$ cat src/sv/lkds_pkg.sv
// Shared types, key codes, register map and reset values for the ladder keypad block.
// Used by every module of the block; it depends on nothing else.
package lkds_pkg;

    // Key codes carried from the front end to the back end.
    localparam logic [2:0] KEY_NONE   = 3'd0;
    localparam logic [2:0] KEY_RIGHT  = 3'd1;
    localparam logic [2:0] KEY_UP     = 3'd2;
    localparam logic [2:0] KEY_DOWN   = 3'd3;
    localparam logic [2:0] KEY_LEFT   = 3'd4;
    localparam logic [2:0] KEY_SELECT = 3'd5;

    // Register indexes; byte address is four times the index.
    localparam logic [2:0] REG_DEBOUNCE = 3'd0;
    localparam logic [2:0] REG_UP       = 3'd1;
    localparam logic [2:0] REG_DOWN     = 3'd2;
    localparam logic [2:0] REG_LEFT     = 3'd3;
    localparam logic [2:0] REG_SELECT   = 3'd4;
    localparam logic [2:0] REG_RELEASE  = 3'd5;
    localparam logic [2:0] REG_LIMIT    = 3'd6;
    localparam logic [2:0] REG_CENTER   = 3'd7;

    localparam int ADDR_W = 5;
    localparam int DATA_W = 32;

    // Reset values of the configuration registers.
    localparam logic [15:0] RST_DEBOUNCE = 16'd80;
    localparam logic [9:0]  RST_UP       = 10'd130;
    localparam logic [9:0]  RST_DOWN     = 10'd310;
    localparam logic [9:0]  RST_LEFT     = 10'd490;
    localparam logic [9:0]  RST_SELECT   = 10'd720;
    localparam logic [9:0]  RST_RELEASE  = 10'd1000;
    localparam logic [6:0]  RST_LIMIT    = 7'd90;
    localparam logic [7:0]  RST_CENTER   = 8'd92;

    // Default depth of the event queue between front and back end.
    localparam int QUEUE_DEPTH = 4;

    typedef struct packed {
        logic [15:0] debounce_interval;
        logic [9:0]  up_threshold;
        logic [9:0]  down_threshold;
        logic [9:0]  left_threshold;
        logic [9:0]  select_threshold;
        logic [9:0]  release_threshold;
    } front_cfg_t;

    typedef struct packed {
        logic [6:0] setpoint_limit;
        logic [7:0] servo_center;
    } back_cfg_t;

    // Head of the event queue as seen by the back end.
    typedef struct packed {
        logic       valid;
        logic [2:0] key_event;
    } queue_head_t;

endpackage

$ cat src/sv/lkds_regs.sv
// Configuration register file behind the APB-style port.
// Depends on lkds_pkg for the register map, reset values and config structs.
module lkds_regs (
    input  logic                        clk,
    input  logic                        rst_n,
    input  logic                        psel,
    input  logic                        penable,
    input  logic                        pwrite,
    input  logic [lkds_pkg::ADDR_W-1:0] paddr,
    input  logic [lkds_pkg::DATA_W-1:0] pwdata,
    output logic [lkds_pkg::DATA_W-1:0] prdata,
    output logic                        pready,
    output lkds_pkg::front_cfg_t        front_cfg,
    output lkds_pkg::back_cfg_t         back_cfg
);

    lkds_pkg::front_cfg_t front_cfg_reg;
    lkds_pkg::back_cfg_t  back_cfg_reg;
    logic [2:0]           reg_index;
    logic                 wr_en;

    assign reg_index = paddr[4:2];
    assign wr_en     = psel && penable && pwrite;
    assign pready    = 1'b1;

    always_ff @(posedge clk or negedge rst_n)
    begin
        if (!rst_n)
        begin
            front_cfg_reg.debounce_interval <= lkds_pkg::RST_DEBOUNCE;
            front_cfg_reg.up_threshold      <= lkds_pkg::RST_UP;
            front_cfg_reg.down_threshold    <= lkds_pkg::RST_DOWN;
            front_cfg_reg.left_threshold    <= lkds_pkg::RST_LEFT;
            front_cfg_reg.select_threshold  <= lkds_pkg::RST_SELECT;
            front_cfg_reg.release_threshold <= lkds_pkg::RST_RELEASE;
            back_cfg_reg.setpoint_limit     <= lkds_pkg::RST_LIMIT;
            back_cfg_reg.servo_center       <= lkds_pkg::RST_CENTER;
        end
        else if (wr_en)
        begin
            case (reg_index)
                lkds_pkg::REG_DEBOUNCE: front_cfg_reg.debounce_interval <= pwdata[15:0];
                lkds_pkg::REG_UP:       front_cfg_reg.up_threshold      <= pwdata[9:0];
                lkds_pkg::REG_DOWN:     front_cfg_reg.down_threshold    <= pwdata[9:0];
                lkds_pkg::REG_LEFT:     front_cfg_reg.left_threshold    <= pwdata[9:0];
                lkds_pkg::REG_SELECT:   front_cfg_reg.select_threshold  <= pwdata[9:0];
                lkds_pkg::REG_RELEASE:  front_cfg_reg.release_threshold <= pwdata[9:0];
                lkds_pkg::REG_LIMIT:    back_cfg_reg.setpoint_limit     <= pwdata[6:0];
                lkds_pkg::REG_CENTER:   back_cfg_reg.servo_center       <= pwdata[7:0];
                default:                ;
            endcase
        end
    end

    always_comb
    begin
        case (reg_index)
            lkds_pkg::REG_DEBOUNCE: prdata = {16'd0, front_cfg_reg.debounce_interval};
            lkds_pkg::REG_UP:       prdata = {22'd0, front_cfg_reg.up_threshold};
            lkds_pkg::REG_DOWN:     prdata = {22'd0, front_cfg_reg.down_threshold};
            lkds_pkg::REG_LEFT:     prdata = {22'd0, front_cfg_reg.left_threshold};
            lkds_pkg::REG_SELECT:   prdata = {22'd0, front_cfg_reg.select_threshold};
            lkds_pkg::REG_RELEASE:  prdata = {22'd0, front_cfg_reg.release_threshold};
            lkds_pkg::REG_LIMIT:    prdata = {25'd0, back_cfg_reg.setpoint_limit};
            lkds_pkg::REG_CENTER:   prdata = {24'd0, back_cfg_reg.servo_center};
            default:                prdata = '0;
        endcase
    end

    assign front_cfg = front_cfg_reg;
    assign back_cfg  = back_cfg_reg;

endmodule

$ cat src/sv/lkds_front.sv
// Front end: decodes the ladder reading and applies the debounce sampling.
// Depends on lkds_pkg for key codes and the front configuration struct.
module lkds_front (
    input  logic                 clk,
    input  logic                 rst_n,
    input  logic                 in_valid,
    input  logic                 queue_full,
    input  logic [9:0]           adc_sample,
    input  logic [31:0]          now_ms,
    input  lkds_pkg::front_cfg_t cfg,
    output logic                 push,
    output logic [2:0]           push_event
);

    logic [2:0]  prev_key_reg;
    logic [2:0]  prev_key_next;
    logic [31:0] last_time_reg;
    logic [31:0] last_time_next;
    logic [2:0]  key;
    logic [31:0] elapsed;
    logic        due;

    // Later thresholds win, so unordered thresholds resolve by the last match.
    always_comb
    begin
        if (adc_sample >= cfg.release_threshold)
        begin
            key = lkds_pkg::KEY_NONE;
        end
        else
        begin
            key = lkds_pkg::KEY_RIGHT;
            if (adc_sample >= cfg.up_threshold)
                key = lkds_pkg::KEY_UP;
            if (adc_sample >= cfg.down_threshold)
                key = lkds_pkg::KEY_DOWN;
            if (adc_sample >= cfg.left_threshold)
                key = lkds_pkg::KEY_LEFT;
            if (adc_sample >= cfg.select_threshold)
                key = lkds_pkg::KEY_SELECT;
        end
    end

    assign elapsed = now_ms - last_time_reg;
    assign due     = elapsed > {16'd0, cfg.debounce_interval};
    assign push    = in_valid && !queue_full;

    always_comb
    begin
        push_event     = lkds_pkg::KEY_NONE;
        prev_key_next  = prev_key_reg;
        last_time_next = last_time_reg;
        if (due)
        begin
            if ((key != lkds_pkg::KEY_NONE) && (key == prev_key_reg))
                push_event = key;
            if (push)
            begin
                prev_key_next  = key;
                last_time_next = now_ms;
            end
        end
    end

    always_ff @(posedge clk or negedge rst_n)
    begin
        if (!rst_n)
        begin
            prev_key_reg  <= lkds_pkg::KEY_NONE;
            last_time_reg <= '0;
        end
        else
        begin
            prev_key_reg  <= prev_key_next;
            last_time_reg <= last_time_next;
        end
    end

endmodule

$ cat src/sv/lkds_fifo.sv
// Short event queue that decouples the front end from the back end.
// Depends on lkds_pkg for the queue head struct.
module lkds_fifo #(
    parameter int DEPTH = lkds_pkg::QUEUE_DEPTH
) (
    input  logic                  clk,
    input  logic                  rst_n,
    input  logic                  push,
    input  logic [2:0]            push_event,
    input  logic                  pop,
    output logic                  full,
    output lkds_pkg::queue_head_t head
);

    localparam int PTR_W = (DEPTH > 1) ? $clog2(DEPTH) : 1;
    localparam int CNT_W = $clog2(DEPTH + 1);

    logic [2:0]       slot_reg [DEPTH];
    logic [PTR_W-1:0] wr_ptr_reg;
    logic [PTR_W-1:0] wr_ptr_next;
    logic [PTR_W-1:0] rd_ptr_reg;
    logic [PTR_W-1:0] rd_ptr_next;
    logic [CNT_W-1:0] cnt_reg;
    logic [CNT_W-1:0] cnt_next;

    assign full           = (cnt_reg == CNT_W'(DEPTH));
    assign head.valid     = (cnt_reg != '0);
    assign head.key_event = slot_reg[rd_ptr_reg];

    always_comb
    begin
        wr_ptr_next = wr_ptr_reg;
        rd_ptr_next = rd_ptr_reg;
        cnt_next    = cnt_reg;
        if (push)
            wr_ptr_next = (wr_ptr_reg == PTR_W'(DEPTH - 1)) ? '0 : wr_ptr_reg + 1'b1;
        if (pop)
            rd_ptr_next = (rd_ptr_reg == PTR_W'(DEPTH - 1)) ? '0 : rd_ptr_reg + 1'b1;
        if (push && !pop)
            cnt_next = cnt_reg + 1'b1;
        else if (pop && !push)
            cnt_next = cnt_reg - 1'b1;
    end

    always_ff @(posedge clk or negedge rst_n)
    begin
        if (!rst_n)
        begin
            wr_ptr_reg <= '0;
            rd_ptr_reg <= '0;
            cnt_reg    <= '0;
        end
        else
        begin
            wr_ptr_reg <= wr_ptr_next;
            rd_ptr_reg <= rd_ptr_next;
            cnt_reg    <= cnt_next;
        end
    end

    always_ff @(posedge clk)
    begin
        if (push)
            slot_reg[wr_ptr_reg] <= push_event;
    end

    a_no_overflow: assert property (@(posedge clk) disable iff (!rst_n)
        push |-> !full || pop)
        else $error("event pushed into a full queue");

    a_count_bound: assert property (@(posedge clk) disable iff (!rst_n)
        cnt_reg <= CNT_W'(DEPTH))
        else $error("queue count above depth");

endmodule

$ cat src/sv/lkds_back.sv
// Back end: applies key events to the motor state and holds the output word.
// Depends on lkds_pkg for key codes and the back configuration struct.
module lkds_back (
    input  logic                  clk,
    input  logic                  rst_n,
    input  lkds_pkg::queue_head_t head,
    input  lkds_pkg::back_cfg_t   cfg,
    output logic                  pop,
    input  logic                  out_stall,
    output logic                  out_valid,
    output logic [2:0]            key_event,
    output logic                  side_b_active,
    output logic signed [7:0]     setpoint_a,
    output logic signed [7:0]     setpoint_b,
    output logic [7:0]            servo_a,
    output logic [7:0]            servo_b
);

    logic              out_valid_reg;
    logic              out_valid_next;
    logic [2:0]        event_reg;
    logic              side_reg;
    logic              side_next;
    logic signed [7:0] sp_a_reg;
    logic signed [7:0] sp_a_next;
    logic signed [7:0] sp_b_reg;
    logic signed [7:0] sp_b_next;
    logic [7:0]        servo_a_reg;
    logic [7:0]        servo_b_reg;

    // Step by one toward the limit; a setpoint at or past the limit snaps to it.
    function automatic logic signed [7:0] step_sp(input logic signed [7:0] sp,
                                                  input logic              up,
                                                  input logic [6:0]        lim);
        logic signed [8:0] sp9;
        logic signed [8:0] lim9;
        logic signed [8:0] res9;
        sp9  = {sp[7], sp};
        lim9 = {2'b00, lim};
        if (up)
            res9 = (sp9 >= lim9) ? lim9 : sp9 + 9'sd1;
        else
            res9 = (sp9 <= -lim9) ? -lim9 : sp9 - 9'sd1;
        return res9[7:0];
    endfunction

    function automatic logic [7:0] servo_of(input logic signed [7:0] sp,
                                            input logic [7:0]        center);
        logic signed [9:0] v;
        v = {{2{sp[7]}}, sp} + {2'b00, center};
        if (v < 10'sd0)
            return 8'd0;
        else if (v > 10'sd255)
            return 8'd255;
        else
            return v[7:0];
    endfunction

    // A new word is taken from the queue whenever the output register is free
    // or is being emptied in this cycle.
    assign pop = head.valid && (!out_valid_reg || !out_stall);

    always_comb
    begin
        side_next = side_reg;
        sp_a_next = sp_a_reg;
        sp_b_next = sp_b_reg;
        case (head.key_event)
            lkds_pkg::KEY_RIGHT: side_next = 1'b1;
            lkds_pkg::KEY_LEFT:  side_next = 1'b0;
            lkds_pkg::KEY_UP:
            begin
                if (side_reg)
                    sp_b_next = step_sp(sp_b_reg, 1'b1, cfg.setpoint_limit);
                else
                    sp_a_next = step_sp(sp_a_reg, 1'b1, cfg.setpoint_limit);
            end
            lkds_pkg::KEY_DOWN:
            begin
                if (side_reg)
                    sp_b_next = step_sp(sp_b_reg, 1'b0, cfg.setpoint_limit);
                else
                    sp_a_next = step_sp(sp_a_reg, 1'b0, cfg.setpoint_limit);
            end
            default: ;
        endcase
    end

    always_comb
    begin
        if (pop)
            out_valid_next = 1'b1;
        else if (!out_stall)
            out_valid_next = 1'b0;
        else
            out_valid_next = out_valid_reg;
    end

    always_ff @(posedge clk or negedge rst_n)
    begin
        if (!rst_n)
        begin
            out_valid_reg <= 1'b0;
            side_reg      <= 1'b0;
            sp_a_reg      <= '0;
            sp_b_reg      <= '0;
        end
        else
        begin
            out_valid_reg <= out_valid_next;
            if (pop)
            begin
                side_reg <= side_next;
                sp_a_reg <= sp_a_next;
                sp_b_reg <= sp_b_next;
            end
        end
    end

    always_ff @(posedge clk)
    begin
        if (pop)
        begin
            event_reg   <= head.key_event;
            servo_a_reg <= servo_of(sp_a_next, cfg.servo_center);
            servo_b_reg <= servo_of(sp_b_next, cfg.servo_center);
        end
    end

    assign out_valid     = out_valid_reg;
    assign key_event     = event_reg;
    assign side_b_active = side_reg;
    assign setpoint_a    = sp_a_reg;
    assign setpoint_b    = sp_b_reg;
    assign servo_a       = servo_a_reg;
    assign servo_b       = servo_b_reg;

    a_sp_range: assert property (@(posedge clk) disable iff (!rst_n)
        (sp_a_reg != -8'sd128) && (sp_b_reg != -8'sd128))
        else $error("setpoint left the symmetric range");

    a_right_selects_b: assert property (@(posedge clk) disable iff (!rst_n)
        (pop && (head.key_event == lkds_pkg::KEY_RIGHT)) |=> side_reg)
        else $error("right key did not select motor B");

endmodule

$ cat src/sv/ladder_keypad_debounced_setpoints.sv
// Top level of the ladder keypad decoder with debounce and motor setpoints.
// Depends on lkds_pkg, lkds_regs, lkds_front, lkds_fifo and lkds_back.

// The block takes one word per clock: a 10-bit ladder reading with its
// millisecond timestamp. The front end decodes the reading against the five
// thresholds and, when more than the debounce interval has passed since the
// last sample (wrapping 32-bit time), samples the key; a key counts when it
// matches the previous sample, so a held key repeats once per interval. The
// resulting event (or none) goes into a short queue, QUEUE_DEPTH words deep.
// The back end applies events in order: left picks motor A, right motor B,
// up and down step the active setpoint, clamped to plus or minus the limit,
// and the servo values are the setpoints plus the center, saturated to
// 0..255. Every input word gives exactly one output word. An accepted word
// is written into a queue slot and then moved into the output register once
// that register is free or being emptied. The block sustains one word per
// cycle while the queue is not full; the rate is set by the combinational
// decode in the front end and the single output register in the back end.
// The input is stalled only while the queue is full. Configuration is
// written through the APB-style port at byte address four times the
// register index and should only change while no words are in flight.
module ladder_keypad_debounced_setpoints #(
    parameter int QUEUE_DEPTH = lkds_pkg::QUEUE_DEPTH
) (
    input  logic                        clk,
    input  logic                        rst_n,
    // Input channel.
    input  logic                        in_valid,
    output logic                        in_stall,
    input  logic [9:0]                  adc_sample,
    input  logic [31:0]                 now_ms,
    // Output channel.
    output logic                        out_valid,
    input  logic                        out_stall,
    output logic [2:0]                  key_event,
    output logic                        side_b_active,
    output logic signed [7:0]           setpoint_a,
    output logic signed [7:0]           setpoint_b,
    output logic [7:0]                  servo_a,
    output logic [7:0]                  servo_b,
    // Configuration port.
    input  logic                        psel,
    input  logic                        penable,
    input  logic                        pwrite,
    input  logic [lkds_pkg::ADDR_W-1:0] paddr,
    input  logic [lkds_pkg::DATA_W-1:0] pwdata,
    output logic [lkds_pkg::DATA_W-1:0] prdata,
    output logic                        pready
);

    lkds_pkg::front_cfg_t  front_cfg;
    lkds_pkg::back_cfg_t   back_cfg;
    lkds_pkg::queue_head_t head;
    logic                  queue_full;
    logic                  push;
    logic [2:0]            push_event;
    logic                  pop;

    // The input is held off only by a full queue, never by the output side
    // directly, so a waiting result does not block new words.
    assign in_stall = queue_full;

    lkds_regs u_regs (
        .clk       (clk),
        .rst_n     (rst_n),
        .psel      (psel),
        .penable   (penable),
        .pwrite    (pwrite),
        .paddr     (paddr),
        .pwdata    (pwdata),
        .prdata    (prdata),
        .pready    (pready),
        .front_cfg (front_cfg),
        .back_cfg  (back_cfg)
    );

    lkds_front u_front (
        .clk        (clk),
        .rst_n      (rst_n),
        .in_valid   (in_valid),
        .queue_full (queue_full),
        .adc_sample (adc_sample),
        .now_ms     (now_ms),
        .cfg        (front_cfg),
        .push       (push),
        .push_event (push_event)
    );

    lkds_fifo #(
        .DEPTH (QUEUE_DEPTH)
    ) u_fifo (
        .clk        (clk),
        .rst_n      (rst_n),
        .push       (push),
        .push_event (push_event),
        .pop        (pop),
        .full       (queue_full),
        .head       (head)
    );

    lkds_back u_back (
        .clk           (clk),
        .rst_n         (rst_n),
        .head          (head),
        .cfg           (back_cfg),
        .pop           (pop),
        .out_stall     (out_stall),
        .out_valid     (out_valid),
        .key_event     (key_event),
        .side_b_active (side_b_active),
        .setpoint_a    (setpoint_a),
        .setpoint_b    (setpoint_b),
        .servo_a       (servo_a),
        .servo_b       (servo_b)
    );

endmodule
$ cat config.mk
export PLATFORM = sky130hd
export DESIGN_NAME = ladder_keypad_debounced_setpoints
export DESIGN_NICKNAME = d
export VERILOG_FILES = /design/src/sv/lkds_pkg.sv /design/src/sv/lkds_regs.sv /design/src/sv/lkds_front.sv /design/src/sv/lkds_fifo.sv /design/src/sv/lkds_back.sv /design/src/sv/ladder_keypad_debounced_setpoints.sv
export SDC_FILE = /design/constraint.sdc
export NUM_CORES = 1
export LEC_CHECK = 0
export ABC_AREA = 1
export BUFFER_PORTS_ARGS = -buffer_cell sky130_fd_sc_hd__buf_2
export CORE_MARGIN = 5
export CORE_UTILIZATION = 65
export CTS_BUF_LIST = sky130_fd_sc_hd__clkbuf_16
export CTS_CLUSTER_DIAMETER = 100
export DETAILED_ROUTE_END_ITERATION = 8
export HOLD_SLACK_MARGIN = 0.05
export PLACE_DENSITY = 0.87
export SLEW_MARGIN = 20
export SYNTH_ARGS = -nofsm -noshare
export SYNTH_HDL_FRONTEND = slang
export SYNTH_SLANG_ARGS = --single-unit
$ cat constraint.sdc
create_clock -name clk -period 7.49 [get_ports clk]
set_input_delay 1.1235 -clock clk [delete_from_list [all_inputs] [get_ports clk]]
set_output_delay 1.1235 -clock clk [all_outputs]
set_load 0.05 [all_outputs]
# ---- Word-level counts from Yosys, hierarchy flattened
# Memory sizes are Yosys's and may differ from the RTL's.
# Cells that the tools add are included.
dict set report word_totals {
  word_cells 120
  n_memories 1
  ram_bits 12
  ff_bits 160
}
# memory words word_bits rd rd_clocked_by_memory_dff wr line
set mem_list {}
lappend mem_list {u_fifo.slot_reg 4 3 1 0 1 lkds_fifo.sv:18} ;# logic [2:0] slot_reg [DEPTH];
dict set report classes {
  magnitude_cmp 14
  reduce_logical 28
  n_eq_ne 16
  add_sub_neg 12
  mux 29
}
# op n
set op_table {}
lappend op_table {{$pmux W32 S8} 1}
lappend op_table {{$mux W8} 10}
lappend op_table {{$ge A10 B10 Y1} 5}
lappend op_table {{$gt A32 B16 Y1} 1}
lappend op_table {{$pmux W8 S2} 2}
lappend op_table {{$sub A32 B32 Y32} 1}
lappend op_table {{$mux W3} 7}
lappend op_table {{$add A8 B9 Y10} 2}
lappend op_table {{$gt A10 B9 Y1 const B} 2}
lappend op_table {{$lt A10 B1 Y1 const B} 2}
lappend op_table {{$reduce_and A2 Y1} 10}
lappend op_table {{$eq A3 B3 Y1 const B} 6}
lappend op_table {{$le A8 B9 Y1} 2}
lappend op_table {{$add A8 B2 Y8 const B} 2}
lappend op_table {{$ge A8 B8 Y1} 2}
lappend op_table {{$sub A8 B2 Y8 const B} 2}
lappend op_table {{$eq A3 B2 Y1 const B} 4}
lappend op_table {{$neg A7 Y9} 1}
lappend op_table {{$mux W2} 4}
lappend op_table {{$logic_and A1 B1 Y1} 7}
lappend op_table {{$eq A3 B1 Y1 const B} 2}
lappend op_table {{$reduce_bool A3 Y1} 2}
lappend op_table {{$logic_not A1 Y1} 5}
lappend op_table {{$add A2 B1 Y2 const B} 2}
lappend op_table {{10 further kinds} 15}

# ---- Logic depth before layout (Yosys ltp)
dict set report depth {
  word_depth 10
  mapped_depth 36
}

# ---- Cells and area by module
# Synthesis repeated with hierarchy kept, for this count alone.
dict set report unflattened {
  hier_cells 2172
  hier_area_um2 14986.9
}
# mod area_per_inst_um2 n_inst cells_each seq_area_each_um2
set modules_own_cells {}
lappend modules_own_cells {lkds_front 5779.3 1 997 875.8}
lappend modules_own_cells {lkds_back 4324.1 1 605 1021.0}
lappend modules_own_cells {lkds_regs 3977.6 1 483 2068.2}
lappend modules_own_cells {lkds_fifo 905.9 1 87 535.5}

# ---- Worst setup path after synthesis
# OpenSTA, ideal clock, no wires.
dict set report synth_path {
  path_type {register to register}
  from {register u_regs.back_cfg_reg, in the netlist u_regs.back_cfg[8]}
  to {register u_back.servo_b_reg[0], in the netlist u_back.servo_b[0], data pin}
  arrival_time_ns 4.336
  n_path_buf 1
  synth_period_minus_slack_ns 4.585
  path_stages_with_launch 35
  slack_ns 2.905
  setup_time_ns 0.250
  cell_sequence {dfrtp_1 > inv_1 > buf_2 > ha_1 > xor2_1 > ha_1 > a21o_1 > nor2_1 > a21boi_1 > nand2_1 > nand2_1 > nand2_1 > nand2_1 > nand2_1 > nand2_2 > inv_2 > nand2_1 > nand3_1 > nand3_1 > o21ai_0 > inv_1 > ha_1 > a21oi_1 > nand2_1 > a21oi_1 > o21ai_0 > a21oi_1 > nor2_1 > or2_2 > nand2_1 > nand2_1 > nand4_2 > nand3_1 > nand2_1 > inv_1}
}
dict set report synth_between {
  elab_chain_cells 8
  elab_cells_between_ends 12
  cone_classes {add/sub: 2; order compare: 4; mux: 6}
}
# element line
set synth_lines {}
lappend synth_lines {{start: declaration} lkds_regs.sv:18} ;# lkds_pkg::back_cfg_t back_cfg_reg;
lappend synth_lines {{$neg A7 Y9} n/a}
lappend synth_lines {{$le A8 B9 Y1} lkds_back.sv:43} ;# res9 = (sp9 <= -lim9) ? -lim9 : sp9 - 9'sd1;
lappend synth_lines {{$mux W8} lkds_back.sv:43}
lappend synth_lines {{$mux W8} lkds_back.sv:80} ;# if (side_reg)
lappend synth_lines {{$pmux W8 S2 (*)} lkds_back.sv:68} ;# case (head.key_event)
lappend synth_lines {{net u_back.sp_b_next[2]} lkds_back.sv:27} ;# logic signed [7:0] sp_b_next;
lappend synth_lines {{$add A8 B9 Y10 (*)} lkds_back.sv:50} ;# v = {{2{sp[7]}}, sp} + {2'b00, center};
lappend synth_lines {{$gt A10 B9 Y1} lkds_back.sv:53} ;# else if (v > 10'sd255)
lappend synth_lines {{$mux W8} lkds_back.sv:53}
lappend synth_lines {{end signal: assignment} lkds_back.sv:126} ;# servo_b_reg <= servo_of(sp_b_next, cfg.servo_center);
lappend synth_lines {{end: declaration} lkds_back.sv:29} ;# logic [7:0] servo_b_reg;
# Mark *: on every way through the listed nets, which the timed path passes. The rest lies on a longest branch.
# A chain may end at the register's enable or synchronous reset.

# ---- Final worst setup path
dict set report layout_path {
  from {register u_regs.back_cfg_reg, in the netlist u_regs.back_cfg[8]}
  to {register u_back.servo_b_reg[1], in the netlist u_back.servo_b[1], data pin}
}
# The elaborated chain is that of the path after synthesis.

==> metrics.md <==
| Metric | Value |
|---|---|
| Status | complete, no violations |
| Nets | 2311 |
| Pwr Total | 6110 uW |
| WL/cell | 16.8 um |
| Worst slew margin | 0.262 |
| Final setup TNS | 0 ns |
| Adder-Cell Fraction of Synth Area | 0.137 |
| Initial drt markers | 1384 |
| Share of cells above drive strength 1 | 0.134 |
| Multiplexer share of the synthesized area | 0.000789 |
| EDFF count, synth | 31 |
| Post-DP HPWL | 30.5 mm |
| Max Buffers Root-to-Sink | 2 |
| Count leader, synth | nand2_1 |
| Crit. End Element | register |
| Mapped Cells | 1964 |
| # diodes | 0 |
| # hold bufs at CTS | 0 |
| Worst Path Required | 7.69 ns |
| Pleak | 0.00815 uW |
| Final Hold Vio Count | 0 |
| Post-synthesis compound-gate area fraction | 0.150 |
| DP Area | 15000 um2 |
| Measured slew at the worst slew-check pin | 1.10 ns |
| Final Critical Period | 5.73 ns |
| # resized after CTS | 0 |
| FP Rows | 54 |
| Clk sinks | 172 |
| First-pass GRT wire length | 63.9 mm |
| Library cells used by synthesis | 60 |
| Synth area leaders | dfrtp_1 (19%), ha_1 (13%), nand2_1 (12%), inv_1 (8.0%), edfxtp_1 (6.5%) |
| Critical path's top delay family | simple AND/OR/NAND/NOR gates |
| Max_cap viols | 0 |
| Period Utilization, post-route | 0.765 |
| GR peak layer | met2 |
| Hold slack final | 0.479 ns |
| Post-synthesis simple-gate area fraction | 0.255 |
| Slowest-stage cell, CP | xor2_1 |
| Core Box Area | 21700 um2 |
| Port Buf Inserts | 121 |
| Endpoints failing setup | 0 |
| CTS tree | yes |
| Root buf cell | clkbuf_16 |
| Fin. max-slew vios | 0 |
| Clock-pin slew on the worst setup and hold paths | 0.07 ns |
| Crit-path most repeated cell | nand2_1 |
| XOR/XNOR Fraction of Synth Area | 0.0356 |
| Number of H-tree levels | 4 |
| Max incr delay on CP | 0.50 ns |
| Non-Filler Instances | 2364 |
| Worst VDD drop | 0.200 mV |
| Syn Area/Cell | 7.26 um2 |
| Mapped cell area | 14300 um2 |
| Tot GR Track Use | 0.319 |
| Worst setup SP type | register |
| IO Pins | 157 |
| # DRC | 0 |
| Synthesized flop and latch total | 172 |
| Starting density of the core | 0.658 |
| First-pass iteration count of the detailed router | 8 |
| Post-synth ARST share | 0.820 |
| Clock Latency Late Sink | 0.44 ns |
| Die W | 158 um |
| Most frequent cells after synthesis | nand2_1 (449), inv_1 (304), o21ai_0 (155) |
| Layout area overhead | 9.37% |
| Remaining global-route overflow | 0 |
| Area leader, netlist | dfrtp_1 |
| Max Fclk | 174 MHz |
| Min-delay src | u_front.last_time_reg[2] |
| Design area | 15600 um2 |
| Met2 Usage GRT | 0.518 |
| DRT antenna net count | 0 |
| Die area | 25000 um2 |
| Worst Setup SP | u_regs.back_cfg[8] |
| Main combinational cell family by area after synthesis | simple AND/OR/NAND/NOR gates |
| GP Congestion | 0.960 |
| Top FF cell, synth | dfrtp_1 |
| RSZ-0062 raised after global routing | false |
| Seq/Total Area, Yosys | 0.316 |
| CTS buffer count | 17 |
| Crit Path Max Fanout | 12 |
| Number of flip-flops in the largest register | 66 |
| Largest net degree at the start of global routing | 75 |
| Power density over the cells | 392 nW/um2 |
| Via-to-Cell Ratio | 5.81 |
| Top cell type's share of synthesized area | 0.189 |
| Worst r2r src | u_regs.back_cfg[8] |
| Synth warnings | 0 |
| Met1 usage | 0.428 |
| Setup repair bufs after CTS | 0 |
| Clk_skew | 0.0134 ns |
| GRT met3 Usage | 0.0481 |
| Min-Delay Path Class | reg2reg |
| Placed Instances | 2332 |
| Buf+Inv Stages, Crit Path | 4 |
| Final wirelength | 39.8 mm |
| Vias in the first global route | 12959 |
| Initial antenna violation count | 0 |
| Critical path arrival | 5.93 ns |
| DIE HEIGHT | 158 um |
| Via Count | 13733 |
| Critical path type | reg2reg |
==> through the flow <==
stage / util / worst slack [ns]
floorplan: - / 2.90
global placement: 0.692 / 2.01
detailed placement: 0.692 / 1.87
CTS: 0.719 / 1.86
global route: 0.719 / 1.29
finish: 0.719 / 1.76
==> final cells by class <==
| type | count | area, um2 |
|---|---|---|
| timing repair buffer | 128 | 664 |
| inverter | 313 | 1170 |
| sequential | 172 | 4500 |
| tap | 280 | 350 |
| fill | 1780 | 6090 |
| clock inverter | 15 | 154 |
| multi-input combinational | 1439 | 8330 |
| clock buffer | 17 | 425 |
==> final timing paths <==
path                                                 end  slack [ns]  depth (start not counted)
worst max-delay path                   u_back.servo_b[1]        1.76                         33
worst min-delay path            u_front.last_time_reg[2]        0.48                          2
worst max register to register         u_back.servo_b[1]        1.76                         33
worst min register to register  u_front.last_time_reg[2]        0.48                          2
max in group asynchronous       u_front.last_time_reg[5]        5.39                          2
min in group asynchronous           u_back.setpoint_a[5]        0.69                          1
==> power breakdown <==
group	leakage [uW]	internal, uW	switching [uW]
logic	0.00589	1160	2450
registers	0.00198	1320	286
clock network	0.000283	471	428
==> placed cells by master (no fill, tap or decap), types with 17 or more instances in the layout <==
cell / n
conb_1: 17
clkbuf_16: 17
nand3_1: 130
nand4_1: 21
nand2_2: 45
nor3_1: 21
ha_1: 150
xor2_1: 44
dfrtp_1: 108
o211ai_1: 22
edfxtp_1: 31
inv_1: 304
dfstp_2: 33
nor2_1: 145
o21ai_0: 155
nand2_1: 449
buf_2: 120
a21oi_1: 107
==> worst register-to-register path, delay by kind of cell, from the launching register on <==
kind	cells	cell delay, ns
XOR/XNOR	1	0.50
flip-flops	1	0.42
adder cells (fa/ha/maj)	3	1.04
AO/OA/AOI/OAI	7	0.99
AND/OR/NAND/NOR	18	1.89
buffers and inverters	4	0.66
==> per-layer routing <==
layer,up-vias,routed length (um)
met1,6284,16100
met5,-,0
met4,0,1680
li1,6621,-
met2,699,18500
met3,129,3560
==> logic make-up (layout without fill, tap and decap cells) <==
group / after synthesis / after routing
compound gates: 372 / 372
xor+xnor: 55 / 55
fa+ha+maj: 154 / 154
buf+inv: 368 / 473
flops: 172 / 172
mux: 1 / 1
other cells: 2 / 17
simple gates: 840 / 840
Power figures use the tool's default switching activity.
